--- config.mk ---
export PLATFORM = sky130hd
export DESIGN_NAME = tqlu_ctrl
export DESIGN_NICKNAME = d
export VERILOG_FILES = /design/src/sv/tqlu_pkg.sv /design/src/sv/tqlu_ctrl.sv
export SDC_FILE = /design/constraint.sdc
export NUM_CORES = 1
export LEC_CHECK = 0
export BUFFER_PORTS_ARGS = -buffer_cell sky130_fd_sc_hd__buf_4
export CORE_AREA = 10 10 47 49
export DETAILED_ROUTE_END_ITERATION = 10
export DIE_AREA = 0 0 57 59
export PLACE_DENSITY = 0.41
export RECOVER_POWER = 25
export SETUP_SLACK_MARGIN = 0.05
export SLEW_MARGIN = 20
export SYNTH_ARGS = -nofsm -noshare
export SYNTH_HDL_FRONTEND = slang
export SYNTH_SLANG_ARGS = --single-unit
export TNS_END_PERCENT = 30
--- constraint.sdc ---
create_clock -name clk -period 1.4 [get_ports clk]
set_input_delay 0.07 -clock clk [delete_from_list [all_inputs] [get_ports clk]]
set_output_delay 0.07 -clock clk [all_outputs]
set_load 0.005 [all_outputs]
--- src/sv/tqlu_pkg.sv ---
// Package for the tabular Q-learning update core: field widths, defaults,
// register indexes and the controller-to-datapath command bundle.
// No dependencies; every other file of the core refers to it by scoped names.
`default_nettype none

package tqlu_pkg;

    // Default geometry, handed down as top-level parameter defaults
    localparam int GRID_ROWS_DEF    = 16;
    localparam int GRID_COLS_DEF    = 16;
    localparam int ACTION_COUNT_DEF = 4;

    // Fixed port widths
    localparam int POS_W    = 4;
    localparam int ACTION_W = 2;
    localparam int PCT_W    = 7;
    localparam int GAIN_W   = 9;
    localparam int CFG_W    = 9;
    localparam int CFG_IX_W = 2;

    // Arithmetic widths: Q7.8 value, gamma product, difference, alpha product, sum
    localparam int Q_W = 16;
    localparam int P_W = 26;
    localparam int D_W = 27;
    localparam int U_W = 36;
    localparam int N_W = 21;

    // Configuration register indexes
    localparam logic [CFG_IX_W-1:0] CFG_LEARN_RATE      = 2'd0;
    localparam logic [CFG_IX_W-1:0] CFG_DISCOUNT        = 2'd1;
    localparam logic [CFG_IX_W-1:0] CFG_EXPLORE_PERCENT = 2'd2;

    // Configuration reset values
    localparam logic [GAIN_W-1:0] LEARN_RATE_RST      = 9'd26;
    localparam logic [GAIN_W-1:0] DISCOUNT_RST        = 9'd230;
    localparam logic [PCT_W-1:0]  EXPLORE_PERCENT_RST = 7'd20;

    // Request type codes
    localparam logic REQ_START = 1'b0;
    localparam logic REQ_STEP  = 1'b1;

    // Controller commands to the datapath
    typedef struct packed {
        logic load;   // capture the transaction and read both table rows
        logic sel;    // pick the action, form gamma*maxQ, take old Q
        logic diff;   // form the temporal difference
        logic mul;    // scale by alpha
        logic wb;     // round, saturate and write the row back
        logic step;   // current transaction is a learning step
    } tqlu_cmd_t;

endpackage

`default_nettype wire

--- src/sv/tqlu_ctrl.sv ---
// Sequencer of the Q-learning update core: one state per datapath step, load issued from idle.
// Depends on tqlu_pkg for the command bundle and request codes.
`default_nettype none

module tqlu_ctrl
(
    input  wire logic              clk,
    input  wire logic              rst_n,
    input  wire logic              start,
    input  wire logic              req_type,
    output logic                   busy,
    output logic                   done,
    output tqlu_pkg::tqlu_cmd_t    cmd
);

    localparam logic [2:0] S_IDLE = 3'd0;
    localparam logic [2:0] S_SEL  = 3'd1;
    localparam logic [2:0] S_DIFF = 3'd2;
    localparam logic [2:0] S_MUL  = 3'd3;
    localparam logic [2:0] S_WB   = 3'd4;

    logic [2:0] state_reg;
    logic [2:0] state_next;
    logic       is_step_reg;
    logic       is_step_next;
    logic       done_reg;
    logic       done_next;

    // Advance through the steps of one transaction
    always_comb
    begin
        state_next   = state_reg;
        is_step_next = is_step_reg;
        done_next    = 1'b0;
        case (state_reg)
            S_IDLE:
            begin
                if (start)
                begin
                    state_next   = S_SEL;
                    is_step_next = (req_type == tqlu_pkg::REQ_STEP);
                end
            end
            S_SEL:
            begin
                if (is_step_reg)
                begin
                    state_next = S_DIFF;
                end
                else
                begin
                    state_next = S_IDLE;
                    done_next  = 1'b1;
                end
            end
            S_DIFF:
            begin
                state_next = S_MUL;
            end
            S_MUL:
            begin
                state_next = S_WB;
            end
            S_WB:
            begin
                state_next = S_IDLE;
                done_next  = 1'b1;
            end
            default:
            begin
                state_next = S_IDLE;
            end
        endcase
    end

    always_ff @(posedge clk or negedge rst_n)
    begin
        if (!rst_n)
        begin
            state_reg   <= S_IDLE;
            is_step_reg <= 1'b0;
            done_reg    <= 1'b0;
        end
        else
        begin
            state_reg   <= state_next;
            is_step_reg <= is_step_next;
            done_reg    <= done_next;
        end
    end

    // Drive commands and status
    always_comb
    begin
        cmd.load = (state_reg == S_IDLE) && start;
        cmd.sel  = (state_reg == S_SEL);
        cmd.diff = (state_reg == S_DIFF);
        cmd.mul  = (state_reg == S_MUL);
        cmd.wb   = (state_reg == S_WB);
        cmd.step = is_step_reg;
    end

    assign busy = (state_reg != S_IDLE);
    assign done = done_reg;

`ifndef SYNTHESIS
    // A result shows only once the sequencer is back at rest
    assert property (@(posedge clk) disable iff (!rst_n)
        done_reg |-> (state_reg == S_IDLE))
        else $error("tqlu_ctrl: result strobe while busy");

    // An accepted transaction starts with the selection step
    assert property (@(posedge clk) disable iff (!rst_n)
        (state_reg == S_IDLE && start) |=> (state_reg == S_SEL))
        else $error("tqlu_ctrl: accepted transaction not started");

    // A learning step goes on to the update, a start ends with a result
    assert property (@(posedge clk) disable iff (!rst_n)
        (state_reg == S_SEL && is_step_reg) |=> (state_reg == S_DIFF && !done_reg))
        else $error("tqlu_ctrl: learning step skipped its update");

    // Write-back is followed by exactly one result strobe
    assert property (@(posedge clk) disable iff (!rst_n)
        (state_reg == S_WB) |=> (done_reg && state_reg == S_IDLE))
        else $error("tqlu_ctrl: write-back not followed by result");
`endif

endmodule

`default_nettype wire

* Yosys cells after proc, flatten, opt, wreduce, memory -nomap -nowiden
Cells that the tools add are included.
** Word-level totals
- Output and inout bits :: 8
- Bits of input ports :: 4
- Register bits after elaboration :: 5
** Operators by class
- Mux-type cells :: 5
- Reductions and logical operators :: 4
- Equal/unequal tests :: 5
** Operator list (count)
- one-hot mux 3 bit (4 select lines) :: 1
- == test 3 x 2 -> 1 bit, second input constant :: 2
- == test 3 x 1 -> 1 bit, second input constant :: 1
- == test 3 bit, second input constant :: 1
- zero test 3 bit :: 1
- 2-to-1 mux 3 bit :: 1
- nonzero test 3 bit :: 1
- 2-to-1 mux 2 bit :: 1
- != test 2 bit, second input constant :: 1
- one-hot mux 1 bit (2 select lines) :: 1
- AND reduction 2 bit :: 1
- logical AND 1 bit :: 1
- 2-to-1 mux 1 bit :: 1

* Logic depth before layout (Yosys ltp)
- Depth in word-level cells :: 2
- Depth in mapped cells :: 3
- Depth with buffers taken out :: 2

* Worst setup path after synthesis
OpenSTA, ideal clock, no wires.
- Path kind :: flip-flop to flip-flop
- Start point :: register state_reg[1]
- End point :: register is_step_reg
- Clock period less this slack :: 1177 ps
- Stages on the path, launching flop included :: 3
- Arrival time :: 1049 ps
- Setup slack :: 223 ps
- Cell sequence :: dfrtp_1 -> nor4b_2 -> mux2_1
** On the way
- Longest elaborated chain between the ends :: 2
** Ends and longest elaborated chain
- from (decl) :: line tqlu_ctrl.sv:22 : logic [2:0] state_reg;
- from (signal assigned) :: line tqlu_ctrl.sv:86 : state_reg <= state_next;
- zero test 3 bit :: line tqlu_ctrl.sv:35 : case (state_reg)
- AND reduction 2 bit (no source line)
- to (signal assigned) :: line tqlu_ctrl.sv:87 : is_step_reg <= is_step_next;
- to (decl) :: line tqlu_ctrl.sv:24 : logic is_step_reg;
No other way between the ends.
A chain may end at the register's enable or synchronous reset.

* Worst setup path after layout
- Start point :: register state_reg[1]
- End point :: output busy
** On the way
- Longest elaborated chain between the ends :: 1
** Ends and longest elaborated chain
- nonzero test 3 bit :: line tqlu_ctrl.sv:103 : assign busy = (state_reg != S_IDLE);
- to (decl) :: line tqlu_ctrl.sv:11 : output logic busy,
No other way between the ends.

==> impl_metrics.json <==
{
  "status": "finished, final reports clean",
  "final_antenna_net_count": 0,
  "gp_congestion": 0.668,
  "cp.arrival_ps": 1260,
  "critPathSlowestCell": "dfrtp_1",
  "drt-total-wl_um": 799,
  "final_nets": 51,
  "required_ps": 1330,
  "drtPass1Iterations": 1,
  "powerDensity_nw_per_um2": 2160,
  "start_util_pct": 19.7,
  "die_y_um": 59,
  "peakVddDrop_mv": 0.685,
  "maxCapViolCount": 0,
  "grt_pass1_wl_um": 1340,
  "post-route-drc-count": 0,
  "cts_sinks": 5,
  "maxSlewViolCount": 0,
  "die_w_um": 57,
  "clockBufferDepth": 2,
  "syn_area_um2": 277,
  "dieArea_um2": 3360,
  "path_clk_slew_ps": 40,
  "hold_depth": 2,
  "synth_nets": 29,
  "slew_headroom_pct": 82.1,
  "async_flop_share_pct": 100,
  "yosys_warnings": 0,
  "reg2reg_depth": 3,
  "synth_edf_count": 0,
  "grt_usage_pct": 5.43,
  "path_delay_family": "flip-flops",
  "port_buffers": 11,
  "pre_cts_ws_ps": 200,
  "grt_start_max_net_pins": 11,
  "ys_types": 17,
  "vias": 261,
  "synth-main-ff-cell": "dfrtp_1",
  "crit_path_max_incr_delay_ps": 400,
  "std_cell_rows": 14,
  "final_cell_mix": "16 x buf_4, 5 x dfrtp_1, 3 x nor3b_2, 3 x clkbuf_4, 3 x buf_6",
  "syn_inst": 25,
  "cp_max_fo": 3,
  "setup_viol": 0,
  "overflow": 0,
  "clock_latency_ps": 240,
  "hold_class": "in2reg",
  "drive_above_1_share_pct": 60.9,
  "final_cells": 62,
  "skew_ps": 3.10,
  "layout_setup_ws_ps": 68.3,
  "worst_pin_slew_ps": 268,
  "startpoint": "state_reg[1]$_DFFE_PN0P_",
  "cp-end-kind": "output pin",
  "drtIter0Drc": 0,
  "grt_pass1_vias": 288,
  "largest_reg_flops": 3,
  "io_pins": 12,
  "leakage_nw": 0.241,
  "finalSetupTns_ps": 0,
  "via_per_inst": 4.21,
  "cts_made_buffers": 3,
  "cp_cell_sequence": "buf_6 -> or3_4 -> buf_6",
  "postSynthAreaPerCell_um2": 11.1,
  "reg2reg_from": "state_reg[2]$_DFFE_PN0P_",
  "final_common_cell": "buf_4",
  "holdPathEnd": "is_step_reg$_DFFE_PN0P_",
  "clock.fmax_ghz": 0.751,
  "dp.cells": 51,
  "r2r_setup_slack_ps": 150,
  "startpoint_type": "flip-flop",
  "syn2layout_area_growth_pct": 78.3,
  "htree_levels": 1,
  "wl_per_cell_um": 12.9,
  "rsz0062_at_grt": "true",
  "clockRootBuffer": "clkbuf_4",
  "finalCritPeriodShare_pct": 95.1,
  "cts_tree": "built",
  "ys_seq_area_share_pct": 45.2,
  "antenna_found_initial": 0,
  "coreArea_um2": 1400,
  "cp_num_buf_inv": 2,
  "crit_top_cell": "buf_6",
  "hp-start": "req_type",
  "r2r_end": "is_step_reg$_DFFE_PN0P_",
  "period_minus_slack_ps": 1330,
  "hold_viol": 0,
  "crit_type": "reg2out",
  "ys_ff_latch": 5,
  "num_antenna_cells": 0
}
-- synth_stat cells, types with 2 or more instances --
library cell	instances	share of area (%)
nor3b_1	3	8.1
clkbuf_1	2	2.7
and3b_1	2	6.3
dfrtp_1	5	45
-- metrics by stage --
stage	utilization (%)	hold WS, ps	power, mW	cell area, um2
floorplan	-	-226	0.499	277
global placement	26.8	-126	0.692	375
detailed placement	26.8	-125	0.701	375
CTS	33.1	34.5	1.02	464
global route	35.2	54.8	1.16	493
finish	35.2	44.7	1.07	493
-- power by group --
part	internal (mW)	switching, mW	total, mW
clock network	0.108	0.0588	0.167
registers	0.203	0.0440	0.247
logic	0.410	0.243	0.653
total	0.721	0.346	1.07
-- worst reg2reg max path, delay by kind of cell (launching register included) --
kind                   cells  cell delay, ps
flip-flops                 1             370
multiplexers               1             340
AND/OR/NAND/NOR            1             280
buffers and inverters      1             140
-- cell families after synthesis --
kind of cell | share of synthesized area, %
DFF | 45.2
buffers and inverters | 9.50
and+or+nand+nor | 36.2
muxes | 4.07
AOI/OAI and AO/OA | 4.98
-- worst max path at each step --
stage / cells past startpoint / end / slack (ps)
2_1_floorplan: 2 / is_step_reg$_DFFE_PN0P_ / 220
3_3_place_gp: 2 / is_step_reg$_DFFE_PN0P_ / 260
3_5_place_dp: 2 / is_step_reg$_DFFE_PN0P_ / 200
4_1_cts: 3 / busy / 50
5_1_grt: 3 / busy / 30
6_report: 3 / busy / 70
-- routing by layer --
layer  vias to the layer above  GRT usage (%)  share of wire, %
met3                         5           1.72                12
met2                        20           6.20                35
li1                        128              -                 -
met5                         -              0                 0
met1                       108           6.02                46
met4                         0           9.06               7.0
-- timing repair --
action / in CTS / in global routing
endpoints found under the setup margin: 1 / 6
gates resized for setup: 2 / 6
pin swaps: 1 / 2
hold endpoints to repair: 5 / 0
setup buffers: 6 / 0
hold buffers: 1 / 0
-- final cells by class --
class                   instances  area, um2
clock buffers                   4       26.3
fillers                       160        908
multi-input cells              16        154
flip-flops and latches          5        125
well taps                      16       20.0
repair buffers                 21        168
Note: power is estimated with default switching activity, not from simulation.
